$ cat src/rtl/indexed_chipset_regs_shadow_decode_top_macros.svh
// Assertion macros used by the top-level RTL file of the chipset register block.
`ifndef INDEXED_CHIPSET_REGS_SHADOW_DECODE_TOP_MACROS_SVH
`define INDEXED_CHIPSET_REGS_SHADOW_DECODE_TOP_MACROS_SVH

`ifndef SYNTHESIS

`define ICSD_ASSERT_IMP(label, clk, rst, ante, cons) \
  label: assert property (@(posedge clk) disable iff (rst) (ante) |-> (cons)) \
    else $error("%m: check failed");

`define ICSD_ASSERT_NXT(label, clk, rst, ante, cons) \
  label: assert property (@(posedge clk) disable iff (rst) (ante) |=> (cons)) \
    else $error("%m: check failed");

`else

`define ICSD_ASSERT_IMP(label, clk, rst, ante, cons)

`define ICSD_ASSERT_NXT(label, clk, rst, ante, cons)

`endif

`endif

$ cat src/rtl/icsd_pkg.sv
package icsd_pkg;

  localparam int SEG_COUNT   = 12;
  localparam int STORE_DEPTH = 18;
  localparam int STORE_AW    = $clog2(STORE_DEPTH);
  localparam int CFG_IDX_W   = 2;
  localparam int CFG_DATA_W  = 16;
  localparam int REMAP_W     = 14;

  localparam logic [1:0] VAR_A = 2'd0;
  localparam logic [1:0] VAR_B = 2'd1;
  localparam logic [1:0] VAR_C = 2'd2;

  localparam logic [CFG_IDX_W-1:0] CFG_VARIANT  = 2'd0;
  localparam logic [CFG_IDX_W-1:0] CFG_MEM_SIZE = 2'd1;

  localparam logic [15:0] MEM_RESET_KB = 16'd4096;
  localparam logic [15:0] MEM_REMAP_KB = 16'd8192;

  localparam logic REQ_READ  = 1'b0;
  localparam logic REQ_WRITE = 1'b1;

  localparam logic [15:0] PORT_INDEX = 16'h0022;
  localparam logic [15:0] PORT_DATA  = 16'h0024;

  localparam logic [7:0] BASE_AB   = 8'h0f;
  localparam logic [7:0] BASE_C    = 8'h20;
  localparam logic [7:0] IDX_AB_LO = 8'h10;
  localparam logic [7:0] IDX_AB_HI = 8'h1c;
  localparam logic [7:0] IDX_C_HI  = 8'h2b;
  localparam logic [7:0] IDX_NONE  = 8'hff;

  localparam logic [7:0] MASK_C5 = 8'hf8;
  localparam logic [7:0] MASK_C8 = 8'he3;

  localparam logic [STORE_AW-1:0] REG_00 = 5'h00;
  localparam logic [STORE_AW-1:0] REG_01 = 5'h01;
  localparam logic [STORE_AW-1:0] REG_02 = 5'h02;
  localparam logic [STORE_AW-1:0] REG_03 = 5'h03;
  localparam logic [STORE_AW-1:0] REG_04 = 5'h04;
  localparam logic [STORE_AW-1:0] REG_05 = 5'h05;
  localparam logic [STORE_AW-1:0] REG_06 = 5'h06;
  localparam logic [STORE_AW-1:0] REG_07 = 5'h07;
  localparam logic [STORE_AW-1:0] REG_08 = 5'h08;
  localparam logic [STORE_AW-1:0] REG_09 = 5'h09;
  localparam logic [STORE_AW-1:0] REG_0A = 5'h0a;
  localparam logic [STORE_AW-1:0] REG_0B = 5'h0b;
  localparam logic [STORE_AW-1:0] REG_0C = 5'h0c;
  localparam logic [STORE_AW-1:0] REG_0D = 5'h0d;
  localparam logic [STORE_AW-1:0] REG_SP0 = 5'h10;
  localparam logic [STORE_AW-1:0] REG_SP1 = 5'h11;

  typedef struct packed {
    logic        req_type;
    logic [15:0] port_address;
    logic [7:0]  write_value;
  } icsd_item_t;

  typedef struct packed {
    logic [SEG_COUNT-1:0] read_int;
    logic [SEG_COUNT-1:0] write_int;
    logic [SEG_COUNT-1:0] write_dis;
  } icsd_route_t;

  typedef struct packed {
    logic [7:0]         read_data;
    icsd_route_t        route;
    logic               bios_shadow_on;
    logic [REMAP_W-1:0] remap_start_kb;
    logic               soft_reset_pulse;
    logic               halt_reset_enable;
    logic               a20_alternate;
    logic               ext_cache_enable;
  } icsd_result_t;

  function automatic logic [1:0] icsd_eff(input logic [1:0] code);
    icsd_eff = (code >= VAR_C) ? VAR_C : code;
  endfunction

  function automatic logic [7:0] icsd_default(input logic [1:0] v,
                                              input logic [STORE_AW-1:0] a);
    logic b;
    b = (v == VAR_B);
    icsd_default = 8'h00;
    if (v == VAR_C) begin
      case (a)
        REG_02:  icsd_default = 8'h84;
        REG_04:  icsd_default = 8'h07;
        REG_05:  icsd_default = 8'hf0;
        REG_06:  icsd_default = 8'h30;
        REG_07:  icsd_default = 8'h91;
        REG_08:  icsd_default = 8'h80;
        REG_09:  icsd_default = 8'h10;
        REG_0A:  icsd_default = 8'h80;
        REG_0B:  icsd_default = 8'h10;
        default: icsd_default = 8'h00;
      endcase
    end else begin
      case (a)
        REG_01:  icsd_default = 8'h01;
        REG_02:  icsd_default = 8'he0;
        REG_04:  icsd_default = b ? 8'h07 : 8'h77;
        REG_05:  icsd_default = 8'h60;
        REG_06:  icsd_default = 8'h10;
        REG_07:  icsd_default = 8'h50;
        REG_09:  icsd_default = b ? 8'h80 : 8'he0;
        REG_0A:  icsd_default = 8'h10;
        REG_0B:  icsd_default = b ? 8'h80 : 8'h10;
        REG_0C:  icsd_default = 8'h10;
        REG_0D:  icsd_default = b ? 8'h91 : 8'h80;
        default: icsd_default = 8'h00;
      endcase
    end
  endfunction

endpackage

$ cat src/rtl/icsd_route.sv
module icsd_route (
  input  logic [7:0]           r2,
  input  logic [7:0]           r3,
  input  logic [7:0]           r6,
  output icsd_pkg::icsd_route_t route
);
  import icsd_pkg::*;

  always_comb begin
    logic master;
    logic enable;
    logic wprot;
    route = '0;
    for (int i = 0; i < SEG_COUNT; i++) begin
      if (i < 4) begin
        master = r6[4];
        wprot  = r6[5];
        enable = r6[i];
      end else if (i < 8) begin
        master = r2[6];
        wprot  = r2[4];
        enable = r3[i-4];
      end else begin
        master = r2[5];
        wprot  = r2[3];
        enable = r3[i-4];
      end
      if (master && enable) begin
        route.read_int[i] = 1'b1;
        if (wprot) begin
          route.write_dis[i] = 1'b1;
        end else begin
          route.write_int[i] = 1'b1;
        end
      end else if (r6[6]) begin
        route.write_int[i] = 1'b1;
      end
    end
  end

endmodule

$ cat src/rtl/icsd_regs.sv
module icsd_regs (
  input  logic                 clk,
  input  logic                 init,
  input  logic [1:0]           init_variant,
  input  logic [1:0]           variant,
  input  logic [15:0]          memory_size_kb,
  input  logic                 accept,
  input  icsd_pkg::icsd_item_t item,
  output icsd_pkg::icsd_result_t res_next
);
  import icsd_pkg::*;

  logic [7:0]                store [STORE_DEPTH];
  logic [7:0]                index_reg;
  logic [REMAP_W-1:0]        remap_start;
  logic                      halt_flag;
  logic                      a20_flag;
  logic                      ext_flag;

  logic [7:0]                index_next;
  logic                      halt_next;
  logic                      a20_next;
  logic                      ext_next;
  logic                      pulse;
  logic                      remap_eval;
  logic [REMAP_W-1:0]        remap_cand;
  logic                      wr_en;
  logic [STORE_AW-1:0]       wr_addr;
  logic [7:0]                wr_data;
  logic [7:0]                rdata;
  logic                      is_ab;
  logic [7:0]                base;
  logic [7:0]                off;
  logic [7:0]                val;
  logic [7:0]                r1_n;
  logic [7:0]                r2_n;
  logic [7:0]                r3_n;
  logic [7:0]                r6_n;
  icsd_route_t               route;
  logic [SEG_COUNT-1:0]      seg_any;

  assign is_ab = (variant != VAR_C);
  assign base  = is_ab ? BASE_AB : BASE_C;
  assign off   = index_reg - base;
  assign val   = item.write_value;

  always_comb begin
    index_next = index_reg;
    halt_next  = halt_flag;
    a20_next   = a20_flag;
    ext_next   = ext_flag;
    pulse      = 1'b0;
    remap_eval = 1'b0;
    wr_en      = 1'b0;
    wr_addr    = off[STORE_AW-1:0];
    wr_data    = val;
    rdata      = IDX_NONE;
    if (accept) begin
      if (item.req_type == REQ_WRITE) begin
        if (item.port_address == PORT_INDEX) begin
          index_next = val;
        end else if (item.port_address == PORT_DATA) begin
          index_next = IDX_NONE;
          if (is_ab && index_reg <= 8'd1) begin
            wr_en = 1'b1;
            if (index_reg[0]) begin
              wr_addr   = REG_SP1;
              halt_next = val[1];
            end else begin
              wr_addr = REG_SP0;
              pulse   = !store[REG_SP0][5] && val[5];
            end
          end else if (index_reg >= base && off[7:STORE_AW] == '0) begin
            case (off[STORE_AW-1:0])
              REG_00: begin
                if (!is_ab) begin
                  halt_next = val[1];
                  pulse     = !store[REG_00][0] && val[0];
                  wr_en     = 1'b1;
                  wr_data   = {store[REG_00][7:6], val[5:0]};
                end
              end
              REG_01: begin
                wr_en = 1'b1;
                if (is_ab) begin
                  remap_eval = 1'b1;
                end else begin
                  ext_next = val[4];
                end
              end
              REG_05: begin
                wr_en   = 1'b1;
                wr_data = is_ab ? val : (val & MASK_C5);
              end
              REG_04, REG_09, REG_0A, REG_0B: begin
                wr_en = 1'b1;
              end
              REG_07: begin
                wr_en = 1'b1;
                if (is_ab) begin
                  a20_next = val[3];
                end
              end
              REG_08: begin
                wr_en = 1'b1;
                if (is_ab) begin
                  ext_next = store[REG_02][6];
                end else begin
                  wr_data = val & MASK_C8;
                end
              end
              REG_0C, REG_0D: begin
                wr_en = is_ab;
              end
              REG_02, REG_03, REG_06: begin
                wr_en      = 1'b1;
                remap_eval = is_ab;
              end
              default: begin
              end
            endcase
          end
        end
      end else if (item.port_address == PORT_DATA) begin
        index_next = IDX_NONE;
        if (is_ab && index_reg <= 8'd1) begin
          rdata = store[index_reg[0] ? REG_SP1 : REG_SP0];
        end else if (is_ab && (index_reg inside {[IDX_AB_LO:IDX_AB_HI]})) begin
          rdata = store[off[STORE_AW-1:0]];
        end else if (!is_ab && (index_reg inside {[BASE_C:IDX_C_HI]})) begin
          rdata = store[off[STORE_AW-1:0]];
        end
      end
    end
  end

  assign r1_n = (wr_en && wr_addr == REG_01) ? wr_data : store[REG_01];
  assign r2_n = (wr_en && wr_addr == REG_02) ? wr_data : store[REG_02];
  assign r3_n = (wr_en && wr_addr == REG_03) ? wr_data : store[REG_03];
  assign r6_n = (wr_en && wr_addr == REG_06) ? wr_data : store[REG_06];

  icsd_route u_route (
    .r2    (r2_n),
    .r3    (r3_n),
    .r6    (r6_n),
    .route (route)
  );

  assign seg_any = route.read_int | route.write_int | route.write_dis;

  always_comb begin
    remap_cand = '0;
    if (memory_size_kb <= MEM_REMAP_KB && seg_any[11:4] == '0 &&
        r1_n[3:0] != 4'd0 && r1_n[4]) begin
      remap_cand = {r1_n[3:0], 10'd0};
    end
  end

  always_comb begin
    res_next.read_data         = rdata;
    res_next.route             = route;
    res_next.bios_shadow_on    = r2_n[7];
    res_next.remap_start_kb    = remap_eval ? remap_cand : remap_start;
    res_next.soft_reset_pulse  = pulse;
    res_next.halt_reset_enable = halt_next;
    res_next.a20_alternate     = a20_next;
    res_next.ext_cache_enable  = ext_next;
  end

  always_ff @(posedge clk) begin
    if (init) begin
      for (int i = 0; i < STORE_DEPTH; i++) begin
        store[i] <= icsd_default(init_variant, STORE_AW'(i));
      end
      index_reg   <= '0;
      remap_start <= '0;
      halt_flag   <= 1'b0;
      a20_flag    <= 1'b0;
      ext_flag    <= 1'b0;
    end else if (accept) begin
      if (wr_en) begin
        store[wr_addr] <= wr_data;
      end
      index_reg <= index_next;
      halt_flag <= halt_next;
      a20_flag  <= a20_next;
      ext_flag  <= ext_next;
      if (remap_eval) begin
        remap_start <= remap_cand;
      end
    end
  end

endmodule

$ cat src/rtl/indexed_chipset_regs_shadow_decode_top.sv
// Latency: a result is valid in the cycle after its item is accepted.
// Throughput: one item per cycle while out_ready is high; the register store is written at most once per item.
// Reset: synchronous; the variant returns to the third one, installed memory to 4096 KB,
// and the register store is loaded with that variant's defaults in the same cycle.
// A write of the variant register reloads the store the same way.
`include "indexed_chipset_regs_shadow_decode_top_macros.svh"

module indexed_chipset_regs_shadow_decode_top (
  input  logic                            clk,
  input  logic                            rst,
  input  logic                            in_valid,
  output logic                            in_ready,
  input  logic                            req_type,
  input  logic [15:0]                     port_address,
  input  logic [7:0]                      write_value,
  output logic                            out_valid,
  input  logic                            out_ready,
  output logic [7:0]                      read_data,
  output logic [icsd_pkg::SEG_COUNT-1:0]  seg_read_internal,
  output logic [icsd_pkg::SEG_COUNT-1:0]  seg_write_internal,
  output logic [icsd_pkg::SEG_COUNT-1:0]  seg_write_disabled,
  output logic                            bios_shadow_on,
  output logic [icsd_pkg::REMAP_W-1:0]    remap_start_kb,
  output logic                            soft_reset_pulse,
  output logic                            halt_reset_enable,
  output logic                            a20_alternate,
  output logic                            ext_cache_enable,
  input  logic                            cfg_valid,
  output logic                            cfg_ready,
  input  logic [icsd_pkg::CFG_IDX_W-1:0]  cfg_index,
  input  logic [icsd_pkg::CFG_DATA_W-1:0] cfg_data
);
  import icsd_pkg::*;

  logic [1:0]           variant;
  logic [15:0]          installed_kb;
  logic                 cfg_fire;
  logic                 accept;
  logic                 init;
  logic [1:0]           init_variant;
  icsd_item_t           item;
  icsd_result_t         res_next;
  icsd_result_t         res_q;
  logic [SEG_COUNT-1:0] seg_any;

  assign cfg_ready = !rst;
  assign cfg_fire  = cfg_valid && cfg_ready;
  assign in_ready  = !rst && (!out_valid || out_ready);
  assign accept    = in_valid && in_ready;

  assign init         = rst || (cfg_fire && cfg_index == CFG_VARIANT);
  assign init_variant = rst ? VAR_C : icsd_eff(cfg_data[1:0]);

  assign item.req_type     = req_type;
  assign item.port_address = port_address;
  assign item.write_value  = write_value;

  always_ff @(posedge clk) begin
    if (rst) begin
      variant      <= VAR_C;
      installed_kb <= MEM_RESET_KB;
    end else if (cfg_fire) begin
      case (cfg_index)
        CFG_VARIANT:  variant      <= icsd_eff(cfg_data[1:0]);
        CFG_MEM_SIZE: installed_kb <= cfg_data;
        default: begin
        end
      endcase
    end
  end

  icsd_regs u_regs (
    .clk            (clk),
    .init           (init),
    .init_variant   (init_variant),
    .variant        (variant),
    .memory_size_kb (installed_kb),
    .accept         (accept),
    .item           (item),
    .res_next       (res_next)
  );

  always_ff @(posedge clk) begin
    if (rst) begin
      out_valid <= 1'b0;
    end else if (accept) begin
      out_valid <= 1'b1;
    end else if (out_ready) begin
      out_valid <= 1'b0;
    end
  end

  always_ff @(posedge clk) begin
    if (accept) begin
      res_q <= res_next;
    end
  end

  assign read_data          = res_q.read_data;
  assign seg_read_internal  = res_q.route.read_int;
  assign seg_write_internal = res_q.route.write_int;
  assign seg_write_disabled = res_q.route.write_dis;
  assign bios_shadow_on     = res_q.bios_shadow_on;
  assign remap_start_kb     = res_q.remap_start_kb;
  assign soft_reset_pulse   = res_q.soft_reset_pulse;
  assign halt_reset_enable  = res_q.halt_reset_enable;
  assign a20_alternate      = res_q.a20_alternate;
  assign ext_cache_enable   = res_q.ext_cache_enable;

  assign seg_any = seg_read_internal | seg_write_internal | seg_write_disabled;

  `ICSD_ASSERT_IMP(a_write_paths_disjoint, clk, rst, out_valid, (seg_write_internal & seg_write_disabled) == '0)
  `ICSD_ASSERT_IMP(a_protect_needs_read, clk, rst, out_valid, (seg_write_disabled & ~seg_read_internal) == '0)
  `ICSD_ASSERT_IMP(a_remap_needs_clear_segs, clk, rst, out_valid && remap_start_kb != '0, seg_any[11:4] == '0)
  `ICSD_ASSERT_NXT(a_write_reads_ff, clk, rst, accept && req_type == REQ_WRITE, read_data == IDX_NONE)
  `ICSD_ASSERT_NXT(a_pulse_needs_data_write, clk, rst, accept && !(req_type == REQ_WRITE && port_address == PORT_DATA), !soft_reset_pulse)

endmodule
$ cat config.mk
export PLATFORM = sky130hd
export DESIGN_NAME = indexed_chipset_regs_shadow_decode_top
export DESIGN_NICKNAME = d
export VERILOG_FILES = /design/src/rtl/icsd_pkg.sv /design/src/rtl/icsd_route.sv /design/src/rtl/icsd_regs.sv /design/src/rtl/indexed_chipset_regs_shadow_decode_top.sv
export VERILOG_INCLUDE_DIRS = /design/src /design/src/rtl
export SDC_FILE = /design/constraint.sdc
export NUM_CORES = 1
export LEC_CHECK = 0
export BUFFER_PORTS_ARGS = -buffer_cell sky130_fd_sc_hd__buf_2
export CORE_MARGIN = 2
export CORE_UTILIZATION = 32
export DETAILED_ROUTE_END_ITERATION = 16
export MAX_ROUTING_LAYER = met4
export PLACE_DENSITY_LB_ADDON = 0.15
export SLEW_MARGIN = 25
export SYNTH_ARGS = -nofsm -noshare
export SYNTH_HDL_FRONTEND = slang
export SYNTH_HIERARCHICAL = 1
export SYNTH_SLANG_ARGS = --single-unit
$ cat constraint.sdc
create_clock -name clk -period 13.9 [get_ports clk]
set_input_delay 4.17 -clock clk [delete_from_list [all_inputs] [get_ports clk]]
set_output_delay 4.17 -clock clk [all_outputs]
set_load 0.05 [all_outputs]
==> reports/qor.txt <==
Yosys warning total = 6
Largest stage delay, worst path = 0.36 ns
Clk root buf = clkbuf_16
Finish-stage setup viols = 0
RSZ-0062 raised after global routing = false
Die X-Extent = 231 um
Power Density = 129 nW/um2
Maximum VDD drop = 0.0826 mV
Worst setup path class = in -> out
Register share of total power = 49.5%
Total GRT Usage = 16.6%
Worst Tran Pin Value = 0.975 ns
Fmax = 111 MHz
Number of top-level pins = 114
Initial Utilization = 32.3%
Mean Syn Cell Area = 14.7 um2
Internal power = 1.92 mW
CP endpoint kind = output pin
Minimum clock period after layout = 9.05 ns
Antenna diode count = 0
Die area = 53,600 um2
Clock power frac = 40.6%
Via count = 10,100
Max reg flops = 256
Routed WL per cell = 20.8 um
Vias in the first global route = 10,100
Clock Pin Slew Worst Setup and Hold Paths = 0.06 ns
Iteration-0 DRC count of the detailed router = 753
Clk sink count = 363
Period Utilization, post-route = 65.1%
Critical path peak fanout = 25
Die height = 231 um
DRC = 0
Worst-case clock buffer depth = 3
Largest registers = u_regs/store (256), installed_kb (16)
CTS Buf Count = 41
WL final = 42,800 um
Reg area = 10,500 um2
Hold Crit Class = reg -> reg
Max-slew headroom = 34.8%
Area of the multi-input gates = 6100 um2
Setup bufs post-CTS = 0
Top reg by flops = u_regs/store
Most common cell after layout, fill and taps aside = edfxtp_1
Comb pwr share = 9.9%
Hold Violations, Final = 0
Net Switching = 0.595 mW
Pre-CTS setup slack = 4.85 ns
Fillers = 4,885
Synthesized area = 16,600 um2
Post-layout nets = 1,401
Detail-routed via count per cell = 4.89
Area added between synthesis and finish = 17.5%
I/O Buffers = 113
Fin worst setup slack = 4.85 ns
Layout cell share with drive strength beyond 1 = 24.1%
First-pass DRT Iterations = 6
Row count = 83
Max Cap Viol = 0
Largest net degree at the start of global routing = 68
Post-CTS Hold Buffers = 0
Htree depth = 2
Pleak = 7.46 nW
Cell Chain, Critical Path = buf_2 -> inv_1 -> buf_2
DRT antenna net count = 0
Post-synthesis cell count = 1,124
Setup_tns = 0 ns
Pins over their slew limit = 0
DPL Wire Length = 28,100 um
First-pass GRT wire length = 63,900 um
Placer Congestion = 0.838
Worst EP arrival = 4.88 ns
CTS tree = built
Slowest CP cell = buf_2
Initial antenna violation count = 0
Commonest cells after routing, fill and taps aside = edfxtp_1, conb_1, nor2_1
Total gr overflow = 0
Most used cell, CP = buf_2
Setup crit start kind = input port
Clk_skew = 0.0171 ns
Core ar. = 51,200 um2
Post-CTS sizing = 0
Net Sw Frac = 23.6%
Worst Path Required = 9.73 ns
Clk_lat worst skew = 0.56 ns
Status = complete, no violations
per-stage QoR:
stage	instances	area, um2	hold WS, ns	utilization, %	power [mW]
final	2054	19500	0.496	38.0	2.52
after global routing	2054	19500	0.530	38.0	2.62
after CTS	2054	19500	0.500	38.0	2.56
after detailed placement	1983	18200	0.483	35.6	1.52
after global placement	1983	18200	0.471	35.6	1.52
after floorplan	1251	17000	0.459	-	1.44
final timing paths:
path,startpoint,end,slack [ns],cells after the start
setup reg to reg,variant[1],remap_start_kb[11],7.57,20
setup / recovery,rst,cfg_ready,4.85,3
hold reg to reg,u_regs/remap_start[12],u_regs/remap_start[12],0.50,2
hold / removal,u_regs/remap_start[12],u_regs/remap_start[12],0.50,2
per-layer routing:
| layer | part of all wire (%) | up-vias | global-route usage [%] |
|---|---|---|---|
| met3 | 5.4 | 66 | 3.03 |
| li1 | - | 4609 | - |
| met5 | 0 | - | - |
| met1 | 44 | 5109 | 21.4 |
| met2 | 48 | 267 | 26.6 |
| met4 | 2.7 | 0 | 4.96 |
area by class of cell:
cell class / count / share of cell area (%)
Clock buffer: 58 / 5.76
Clock inverter: 13 / 0.624
Inverter: 32 / 0.617
Multi-Input combinational cell: 779 / 31.4
Sequential cell: 363 / 53.7
Tap cell: 680 / 4.37
Timing Repair Buffer: 129 / 3.52
power by group through the flow:
stage          clock network [mW]  registers [mW]  logic, mW
2_1_floorplan                   0            1.29      0.151
3_3_place_gp                    0            1.27      0.249
3_5_place_dp                    0            1.27      0.250
4_1_cts                      1.06            1.25      0.251
5_1_grt                      1.10            1.25      0.267
6_report                     1.02            1.25      0.249
critical path: cells and delay by family:
| kind | cells | cell delay [ns] |
|---|---|---|
| buffers and inverters | 3 | 0.70 |
No activity file was read; power rests on OpenSTA's default activity.
